<file path="src/rtl/skts_pkg.sv">
// Shared types and constants for the sorted key table search block.
// No dependencies; every other file in rtl/ but skts_ram refers to this package by scoped name.
package skts_pkg;

    localparam int CAPACITY_DEF = 64;
    localparam int KEY_W        = 16;
    localparam int PAY_W        = 32;
    localparam int IDX_W        = 6;

    localparam logic ACTION_INSERT = 1'b0;
    localparam logic ACTION_LOOKUP = 1'b1;

    typedef enum logic [1:0] {
        ST_INSERTED = 2'd0,
        ST_FULL     = 2'd1,
        ST_FOUND    = 2'd2,
        ST_MISSING  = 2'd3
    } status_t;

    typedef enum logic [2:0] {
        S_IDLE,
        S_INS_ADDR,
        S_INS_CMP,
        S_LK_ADDR,
        S_LK_CMP,
        S_DONE
    } state_t;

    // One table record as stored in the RAM
    typedef struct packed {
        logic [KEY_W-1:0] key;
        logic [PAY_W-1:0] payload;
    } entry_t;

    localparam int ENTRY_W = KEY_W + PAY_W;

    typedef struct packed {
        status_t          status;
        logic [IDX_W-1:0] index;
        logic [PAY_W-1:0] found_payload;
    } res_t;

endpackage

</file>
<file path="src/rtl/skts_req_if.sv">
// Request channel: valid/ready handshake carrying one action, key and payload per beat.
// Depends on skts_pkg for field widths.
interface skts_req_if;
    logic                      valid;
    logic                      ready;
    logic                      action;
    logic [skts_pkg::KEY_W-1:0] key;
    logic [skts_pkg::PAY_W-1:0] payload;

    modport source (output valid, output action, output key, output payload, input ready);
    modport sink   (input valid, input action, input key, input payload, output ready);
endinterface

</file>
<file path="src/rtl/skts_rsp_if.sv">
// Response channel: valid/ready handshake carrying status, index and payload per beat.
// Depends on skts_pkg for field widths.
interface skts_rsp_if;
    logic                        valid;
    logic                        ready;
    logic [1:0]                  status;
    logic [skts_pkg::IDX_W-1:0]  index;
    logic [skts_pkg::PAY_W-1:0]  found_payload;

    modport source (output valid, output status, output index, output found_payload,
                    input ready);
    modport sink   (input valid, input status, input index, input found_payload,
                    output ready);
endinterface

</file>
<file path="src/rtl/sorted_key_table_search_top.sv">
// Top level of the sorted key table search block: controller, table RAM, output register.
// Depends on skts_pkg, skts_req_if, skts_rsp_if, skts_ram and skts_ctrl.
//
// Usage:
//   req carries one beat per item: action (0 insert, 1 lookup), key, payload.
//   rsp returns exactly one beat per item: status, index, found_payload.
//   Items are handled one at a time; req.ready is high only while the controller is idle.
// Steps from accept to result in the output register:
//   insert:  the shift loop moves each record above the new one up a slot, one record
//            per cycle, then writes the new record; into an empty table it goes straight to slot 0.
//   full:    no table access; the result is ST_FULL.
//   lookup:  binary search, at most floor(log2(count)) + 1 probes, ending on a hit
//            or when the search span is empty (a miss);
//            each probe waits for the registered RAM read.
// Reset (rst_n, asynchronous, active low) empties the table at once; RAM contents are
//   left as they are and only entries below the count are ever read.
// Stall: a result waits in the output register; the next item may be accepted and
//   worked on meanwhile, and its result is held in the controller until the slot frees.
module sorted_key_table_search_top #(
    parameter int CAPACITY = skts_pkg::CAPACITY_DEF
) (
    input  logic       clk,
    input  logic       rst_n,
    skts_req_if.sink   req,
    skts_rsp_if.source rsp
);

    localparam int AW = $clog2(CAPACITY);

    logic              ram_we;
    logic [AW-1:0]     ram_waddr;
    logic [AW-1:0]     ram_raddr;
    skts_pkg::entry_t  ram_wdata;
    skts_pkg::entry_t  ram_rdata;
    logic              res_valid;
    logic              res_ready;
    skts_pkg::res_t    res;
    logic              out_valid_reg;
    skts_pkg::res_t    out_reg;

    skts_ctrl #(
        .CAPACITY (CAPACITY)
    ) u_ctrl (
        .clk         (clk),
        .rst_n       (rst_n),
        .req_valid   (req.valid),
        .req_ready   (req.ready),
        .req_action  (req.action),
        .req_key     (req.key),
        .req_payload (req.payload),
        .ram_we      (ram_we),
        .ram_waddr   (ram_waddr),
        .ram_wdata   (ram_wdata),
        .ram_raddr   (ram_raddr),
        .ram_rdata   (ram_rdata),
        .res_valid   (res_valid),
        .res_ready   (res_ready),
        .res         (res)
    );

    skts_ram #(
        .WIDTH (skts_pkg::ENTRY_W),
        .DEPTH (CAPACITY)
    ) u_table (
        .clk   (clk),
        .we    (ram_we),
        .waddr (ram_waddr),
        .wdata (ram_wdata),
        .raddr (ram_raddr),
        .rdata (ram_rdata)
    );

    // output slot frees when empty or when its beat is taken this cycle
    assign res_ready = !out_valid_reg || rsp.ready;

    always_ff @(posedge clk or negedge rst_n)
    begin
        if (!rst_n)
        begin
            out_valid_reg <= 1'b0;
        end
        else if (res_ready)
        begin
            out_valid_reg <= res_valid;
        end
    end

    always_ff @(posedge clk)
    begin
        if (res_ready && res_valid)
        begin
            out_reg <= res;
        end
    end

    assign rsp.valid         = out_valid_reg;
    assign rsp.status        = out_reg.status;
    assign rsp.index         = out_reg.index;
    assign rsp.found_payload = out_reg.found_payload;

endmodule

</file>
<file path="src/rtl/skts_ram.sv">
// Generic simple dual-port RAM: one write port, one read port, registered read data.
// No dependencies.
module skts_ram #(
    parameter int WIDTH = 8,
    parameter int DEPTH = 64
) (
    input  logic                     clk,
    input  logic                     we,
    input  logic [$clog2(DEPTH)-1:0] waddr,
    input  logic [WIDTH-1:0]         wdata,
    input  logic [$clog2(DEPTH)-1:0] raddr,
    output logic [WIDTH-1:0]         rdata
);

    logic [WIDTH-1:0] mem [DEPTH];

    always_ff @(posedge clk)
    begin
        if (we)
        begin
            mem[waddr] <= wdata;
        end
        rdata <= mem[raddr];
    end

endmodule

</file>
<file path="src/rtl/skts_ctrl.sv">
// Sequencer for the sorted table: insertion shift from the top and binary search lookup.
// Depends on skts_pkg; drives the table RAM in skts_ram and hands results to the top level.
module skts_ctrl #(
    parameter int CAPACITY = skts_pkg::CAPACITY_DEF
) (
    input  logic                            clk,
    input  logic                            rst_n,
    // request side
    input  logic                            req_valid,
    output logic                            req_ready,
    input  logic                            req_action,
    input  logic [skts_pkg::KEY_W-1:0]      req_key,
    input  logic [skts_pkg::PAY_W-1:0]      req_payload,
    // table RAM
    output logic                            ram_we,
    output logic [$clog2(CAPACITY)-1:0]     ram_waddr,
    output skts_pkg::entry_t                ram_wdata,
    output logic [$clog2(CAPACITY)-1:0]     ram_raddr,
    input  skts_pkg::entry_t                ram_rdata,
    // result side
    output logic                            res_valid,
    input  logic                            res_ready,
    output skts_pkg::res_t                  res
);

    localparam int AW = $clog2(CAPACITY);
    localparam int CW = $clog2(CAPACITY + 1);
    localparam logic [CW-1:0] CAP_C = CW'(CAPACITY);
    localparam logic [CW-1:0] ONE_C = CW'(1);
    localparam logic [CW-1:0] TWO_C = CW'(2);

    skts_pkg::state_t            state_reg, state_next;
    logic [CW-1:0]               count_reg, count_next;
    logic [CW-1:0]               idx_reg, idx_next;      // insert slot under test
    logic [CW-1:0]               lo_reg, lo_next;
    logic [CW-1:0]               hp1_reg, hp1_next;      // exclusive upper bound
    logic [AW-1:0]               mid_reg, mid_next;
    logic [skts_pkg::KEY_W-1:0]  key_reg, key_next;
    logic [skts_pkg::PAY_W-1:0]  pay_reg, pay_next;
    skts_pkg::res_t              res_reg, res_next;

    logic                        accept;
    logic                        shift_up;
    logic                        span_open;
    logic [CW-1:0]               mid_full;
    logic [31:0]                 idx_ext;
    logic [31:0]                 mid_ext;

    assign accept    = req_valid && req_ready;
    assign shift_up  = ram_rdata.key > key_reg;
    assign span_open = lo_reg < hp1_reg;
    assign mid_full  = lo_reg + ((hp1_reg - ONE_C - lo_reg) >> 1);
    assign idx_ext   = 32'(idx_reg);
    assign mid_ext   = 32'(mid_reg);
    assign res       = res_reg;

    // next state
    always_comb
    begin
        state_next = state_reg;
        case (state_reg)
            skts_pkg::S_IDLE:
            begin
                if (req_valid)
                begin
                    if (req_action == skts_pkg::ACTION_LOOKUP)
                    begin
                        state_next = skts_pkg::S_LK_ADDR;
                    end
                    else if (count_reg == CAP_C)
                    begin
                        state_next = skts_pkg::S_DONE;
                    end
                    else
                    begin
                        state_next = skts_pkg::S_INS_ADDR;
                    end
                end
            end
            skts_pkg::S_INS_ADDR:
            begin
                state_next = (idx_reg == '0) ? skts_pkg::S_DONE : skts_pkg::S_INS_CMP;
            end
            skts_pkg::S_INS_CMP:
            begin
                if (!shift_up)
                begin
                    state_next = skts_pkg::S_DONE;
                end
                else if (idx_reg == ONE_C)
                begin
                    state_next = skts_pkg::S_INS_ADDR;
                end
            end
            skts_pkg::S_LK_ADDR:
            begin
                state_next = span_open ? skts_pkg::S_LK_CMP : skts_pkg::S_DONE;
            end
            skts_pkg::S_LK_CMP:
            begin
                state_next = (ram_rdata.key == key_reg) ? skts_pkg::S_DONE
                                                        : skts_pkg::S_LK_ADDR;
            end
            skts_pkg::S_DONE:
            begin
                if (res_ready)
                begin
                    state_next = skts_pkg::S_IDLE;
                end
            end
            default:
            begin
                state_next = skts_pkg::S_IDLE;
            end
        endcase
    end

    // outputs: handshakes and RAM port
    always_comb
    begin
        req_ready = 1'b0;
        res_valid = 1'b0;
        ram_we    = 1'b0;
        ram_waddr = idx_reg[AW-1:0];
        ram_wdata = '{key: key_reg, payload: pay_reg};
        ram_raddr = mid_full[AW-1:0];
        case (state_reg)
            skts_pkg::S_IDLE:
            begin
                req_ready = 1'b1;
            end
            skts_pkg::S_INS_ADDR:
            begin
                // empty slot reached the bottom: place the new record there
                ram_we    = (idx_reg == '0);
                ram_raddr = AW'(idx_reg - ONE_C);
            end
            skts_pkg::S_INS_CMP:
            begin
                ram_we    = 1'b1;
                ram_raddr = AW'(idx_reg - TWO_C);
                if (shift_up)
                begin
                    ram_wdata = ram_rdata;
                end
            end
            skts_pkg::S_LK_ADDR:
            begin
                ram_raddr = mid_full[AW-1:0];
            end
            skts_pkg::S_LK_CMP:
            begin
                ram_raddr = mid_full[AW-1:0];
            end
            skts_pkg::S_DONE:
            begin
                res_valid = 1'b1;
            end
            default:
            begin
                req_ready = 1'b0;
            end
        endcase
    end

    // datapath
    always_comb
    begin
        count_next = count_reg;
        idx_next   = idx_reg;
        lo_next    = lo_reg;
        hp1_next   = hp1_reg;
        mid_next   = mid_reg;
        key_next   = key_reg;
        pay_next   = pay_reg;
        res_next   = res_reg;
        case (state_reg)
            skts_pkg::S_IDLE:
            begin
                if (accept)
                begin
                    key_next = req_key;
                    pay_next = req_payload;
                    idx_next = count_reg;
                    lo_next  = '0;
                    hp1_next = count_reg;
                    res_next = '{status: skts_pkg::ST_FULL, index: '0, found_payload: '0};
                end
            end
            skts_pkg::S_INS_ADDR:
            begin
                if (idx_reg == '0)
                begin
                    count_next = count_reg + ONE_C;
                    res_next   = '{status: skts_pkg::ST_INSERTED, index: '0,
                                   found_payload: '0};
                end
            end
            skts_pkg::S_INS_CMP:
            begin
                if (shift_up)
                begin
                    idx_next = idx_reg - ONE_C;
                end
                else
                begin
                    count_next = count_reg + ONE_C;
                    res_next   = '{status: skts_pkg::ST_INSERTED,
                                   index: idx_ext[skts_pkg::IDX_W-1:0],
                                   found_payload: '0};
                end
            end
            skts_pkg::S_LK_ADDR:
            begin
                mid_next = mid_full[AW-1:0];
                if (!span_open)
                begin
                    res_next = '{status: skts_pkg::ST_MISSING, index: '0, found_payload: '0};
                end
            end
            skts_pkg::S_LK_CMP:
            begin
                if (ram_rdata.key == key_reg)
                begin
                    res_next = '{status: skts_pkg::ST_FOUND,
                                 index: mid_ext[skts_pkg::IDX_W-1:0],
                                 found_payload: ram_rdata.payload};
                end
                else if (ram_rdata.key < key_reg)
                begin
                    lo_next = CW'(mid_reg) + ONE_C;
                end
                else
                begin
                    hp1_next = CW'(mid_reg);
                end
            end
            default:
            begin
                count_next = count_reg;
            end
        endcase
    end

    always_ff @(posedge clk or negedge rst_n)
    begin
        if (!rst_n)
        begin
            state_reg <= skts_pkg::S_IDLE;
            count_reg <= '0;
        end
        else
        begin
            state_reg <= state_next;
            count_reg <= count_next;
        end
    end

    always_ff @(posedge clk)
    begin
        idx_reg <= idx_next;
        lo_reg  <= lo_next;
        hp1_reg <= hp1_next;
        mid_reg <= mid_next;
        key_reg <= key_next;
        pay_reg <= pay_next;
        res_reg <= res_next;
    end

    a_count_bound: assert property (@(posedge clk) disable iff (!rst_n)
        count_reg <= CAP_C)
        else $error("entry count above capacity");

    a_count_step: assert property (@(posedge clk) disable iff (!rst_n)
        (count_reg != $past(count_reg)) |-> (count_reg == $past(count_reg) + ONE_C))
        else $error("entry count moved by other than one");

    a_write_insert_only: assert property (@(posedge clk) disable iff (!rst_n)
        ram_we |-> (state_reg == skts_pkg::S_INS_ADDR || state_reg == skts_pkg::S_INS_CMP))
        else $error("table written outside an insert");

    a_insert_below_cap: assert property (@(posedge clk) disable iff (!rst_n)
        ram_we |-> (idx_reg < CAP_C && idx_reg <= count_reg))
        else $error("insert slot out of range");

endmodule
</file>
<file path="src/flat_wrapper.sv">
// flat-port wrapper written by rule: the top's interface ports become plain ports
module sorted_key_table_search_top_flat 
#(
    parameter int CAPACITY = skts_pkg::CAPACITY_DEF
)
  (clk, rst_n, req_valid, req_action, req_key, req_payload, req_ready, rsp_valid, rsp_status, rsp_index, rsp_found_payload, rsp_ready);
  skts_req_if req_i ();
  skts_rsp_if rsp_i ();
  input  logic clk;
  input  logic rst_n;
  input wire logic [$bits(req_i.valid)-1:0] req_valid;
  input wire logic [$bits(req_i.action)-1:0] req_action;
  input wire logic [$bits(req_i.key)-1:0] req_key;
  input wire logic [$bits(req_i.payload)-1:0] req_payload;
  output wire logic [$bits(req_i.ready)-1:0] req_ready;
  output wire logic [$bits(rsp_i.valid)-1:0] rsp_valid;
  output wire logic [$bits(rsp_i.status)-1:0] rsp_status;
  output wire logic [$bits(rsp_i.index)-1:0] rsp_index;
  output wire logic [$bits(rsp_i.found_payload)-1:0] rsp_found_payload;
  input wire logic [$bits(rsp_i.ready)-1:0] rsp_ready;
  assign req_i.valid = req_valid;
  assign req_i.action = req_action;
  assign req_i.key = req_key;
  assign req_i.payload = req_payload;
  assign req_ready = req_i.ready;
  assign rsp_valid = rsp_i.valid;
  assign rsp_status = rsp_i.status;
  assign rsp_index = rsp_i.index;
  assign rsp_found_payload = rsp_i.found_payload;
  assign rsp_i.ready = rsp_ready;
  sorted_key_table_search_top #(.CAPACITY(CAPACITY)) u_core (.clk(clk), .rst_n(rst_n), .req(req_i), .rsp(rsp_i));
endmodule
</file>
<file path="config.mk">
export PLATFORM = sky130hd
export DESIGN_NAME = sorted_key_table_search_top_flat
export DESIGN_NICKNAME = d
export VERILOG_FILES = /design/src/rtl/skts_pkg.sv /design/src/rtl/skts_req_if.sv /design/src/rtl/skts_rsp_if.sv /design/src/rtl/sorted_key_table_search_top.sv /design/src/rtl/skts_ram.sv /design/src/rtl/skts_ctrl.sv /design/src/flat_wrapper.sv
export SDC_FILE = /design/constraint.sdc
export NUM_CORES = 2
export LEC_CHECK = 0
export ABC_AREA = 1
export BUFFER_PORTS_ARGS = -buffer_cell sky130_fd_sc_hd__buf_2
export CORE_MARGIN = 1
export CORE_UTILIZATION = 33
export CTS_CLUSTER_SIZE = 40
export DETAILED_ROUTE_END_ITERATION = 8
export GPL_TIMING_DRIVEN = 1
export PLACE_DENSITY = 0.51
export SLEW_MARGIN = 0
export SYNTH_ARGS = -nofsm -noshare
export SYNTH_HDL_FRONTEND = slang
export SYNTH_HIERARCHICAL = 1
export SYNTH_SLANG_ARGS = --single-unit
export TNS_END_PERCENT = 50
</file>
<file path="constraint.sdc">
create_clock -name clk -period 12.7 [get_ports clk]
set_clock_uncertainty 0.2 [all_clocks]
set_input_delay 1.905 -clock clk [delete_from_list [all_inputs] [get_ports clk]]
set_output_delay 1.905 -clock clk [all_outputs]
set_load 0.01 [all_outputs]
</file>
==> results.toml <==
[status]
status = "finished clean"

[placement]
dpl.hpwl_um = 222700
place_congestion = 0.8172
numPortBuffers = 94

[sta]
relSlewSlack_pct = 6.073
fmax_mhz = 152.4
period_share_pct = 51.68
tightest_slew_ns = 1.406
setup_viol = 0
tns_ns = 0
finalHoldViolations = 0
slew_viol_final = 0
rsz0062_at_grt = "false"
min_period_ns = 6.563

[routing]
drtIter0Drc = 9952
ant_nets = 0
wl_per_cell_um = 26.32
num_vias = 87530
dr.pass1.iters = 8
drc = 0
via_per_inst = 5.342
routed_wl_um = 431200

[clocking]
clock-sinks = 3286
clkLatencyLatePin_ns = 0.93
htreeDepth = 5
cts_tree = "done"
clock_path_buffers = 4
root_buffer = "clkbuf_16"
clkTransAtPathRegs_ns = 0.06
ctsHoldBuffers = 0
cts-buffers-inserted = 346
cts_resized = 0
postCtsSetupRepairBufs = 0

[grt]
grt_pass1_wl_um = 612600
grt_overflow_total = 0
grt_usage_pct = 20.74
antenna_found_initial = 15
grt_start_max_net_pins = 200
grt_pass1_vias = 82440

[floorplan]
initial_core_util_pct = 33.14
rows = 232
die_y_um = 634.9
ioPinCount = 95
dieArea_sq_mm = 0.4031
die_width_um = 634.9
coreArea_sq_mm = 0.3988

[synth]
synth_mux_area_share_pct = 0
synth_compound_area_share_pct = 0.4620
synth-seq-area-share_pct = 74.25
synth_xor_area_share_pct = 0.09277
async_flop_share_pct = 0.3348
ys_ff_latch = 3286
ys_top_cells_by_count = "nand2_1, edfxtp_1, nand3_1"
synth_nets = 10930
synth.largest_area_cell = "edfxtp_1"
synthAdderAreaFrac_pct = 0.3995
yosysMostFrequentCell = "nand2_1"
synth_top_family_by_area = "simple AND/OR/NAND/NOR gates"
yosys_warnings = 6
synth.area.top_cells = "edfxtp_1, nand3_1, nand2_1"
avgSynthCellArea_sq_um = 12.20
synth-simple-area-share_pct = 21.44
netlist_area_sq_mm = 0.1322
synth_edf_count = 3227
synthCells = 10830
synthDominantCellAreaShare_pct = 73.31
yosys.cell_types.count = 49
synthFlopType = "edfxtp_1"

[setup_path]
criticalPathCategory = "register to register"
crit_required_ns = 13.33
end_kind = "register"
start_kind = "register"
worstPathMaxFanout = 141
cp.arrival_ns = 7.19

[final_layout]
fin_nets = 10920
largest_register_ffs = 3072
drive_gt1_share_pct = 8.787
area_growth_pct = 13.14
fillCellCount = 38100

[worst_hold_path]
hp-class = "register to register"

[job]
maxCapViolations = 0
[routing by layer]
layer  wire length, um  GRT usage [%]  part of all wire, %  vias up
li1                  -              -                    -    38480
met1            185400          29.28                   43    44470
met2            197800          33.12                   46     3899
met3             34700          3.079                  8.0      671
met4             13330          6.080                  3.1        4
met5                28              0               0.0065        -
[worst max-delay path: stages (launching register included)]
cell,delay [ns]
edfxtp_1,0.38
or2_2,0.32
inv_1,0.10
fa_1,0.43
ha_1,0.23
fa_1,0.50
nand2_1,0.09
o221ai_4,0.08
buf_4,0.74
buf_12,0.57
buf_12,0.60
buf_4,0.79
nand3_1,0.19
nand3_1,0.13
nand3_1,0.09
nand3_1,0.16
nand2_1,0.09
nand2_1,0.07
nand2_1,0.07
[layout make-up]
type / count / area, sq um / share of cell area (%)
sequential: 3286 / 98140 / 65.63
multi-input combinational: 6717 / 30650 / 20.50
clock buffer: 443 / 9308 / 6.224
tap: 5265 / 6588 / 4.405
timing repair buffer: 346 / 2625 / 1.755
clock inverter: 184 / 1663 / 1.112
inverter: 131 / 536.8 / 0.3589
antenna: 12 / 30.03 / 0.02008
[path summary, 6_finish.rpt]
path	end	depth (start not counted)	slack, ns	from
max in group asynchronous	u_core/u_ctrl/state_reg[2]	1	11.42	rst_n
min in group asynchronous	u_core/u_ctrl/count_reg[5]	1	0.66	rst_n
max reg2reg	u_core/u_table/rdata[17]	18	6.14	u_core/u_ctrl/lo_reg[0]
max	u_core/u_table/rdata[17]	18	6.14	u_core/u_ctrl/lo_reg[0]
min	u_core/rsp.found_payload[16]	0	0.22	u_core/u_ctrl/res[16]
min reg2reg	u_core/rsp.found_payload[16]	0	0.22	u_core/u_ctrl/res[16]
[stage by stage]
step	instances	util [%]	setup slack [ns]	hold slack, ns	instance area (sq um)
finish	16380	37.49	6.137	0.2161	149500
global route	16370	37.49	6.051	0.2222	149500
CTS	16370	37.48	6.433	0.2167	149500
detailed placement	15740	34.73	6.416	0.2045	138500
global placement	15740	34.73	6.378	0.2043	138500
floorplan	10830	-	5.562	0.2003	132200
[kinds of logic after synthesis]
family | count (synthesis)
adder cells (fa/ha/maj) | 41
flip-flops | 3286
buffers and inverters | 828
AND/OR/NAND/NOR | 6549
AO/OA/AOI/OAI | 113
XOR/XNOR | 14
[placed cells by master (no fill, tap or decap), types with 12 or more instances in the layout]
| cell | n |
|---|---|
| nor2_4 | 58 |
| bufinv_16 | 26 |
| dfxtp_1 | 48 |
| edfxtp_1 | 3227 |
| clkinv_1 | 66 |
| a21oi_1 | 19 |
| o21ai_0 | 33 |
| o21ai_4 | 48 |
| clkbuf_16 | 350 |
| inv_1 | 118 |
| clkbuf_8 | 20 |
| buf_2 | 94 |
| nand3_1 | 2876 |
| clkinv_2 | 61 |
| clkbuf_1 | 73 |
| diode_2 | 12 |
| nand2_1 | 3507 |
| clkinvlp_4 | 14 |
| buf_4 | 231 |
| buf_12 | 21 |
| nor2_1 | 62 |
| nand4_1 | 13 |
| ha_1 | 39 |
Power is not shown: default switching activity piles up to over one toggle a cycle in this logic, so the estimate is an artifact.
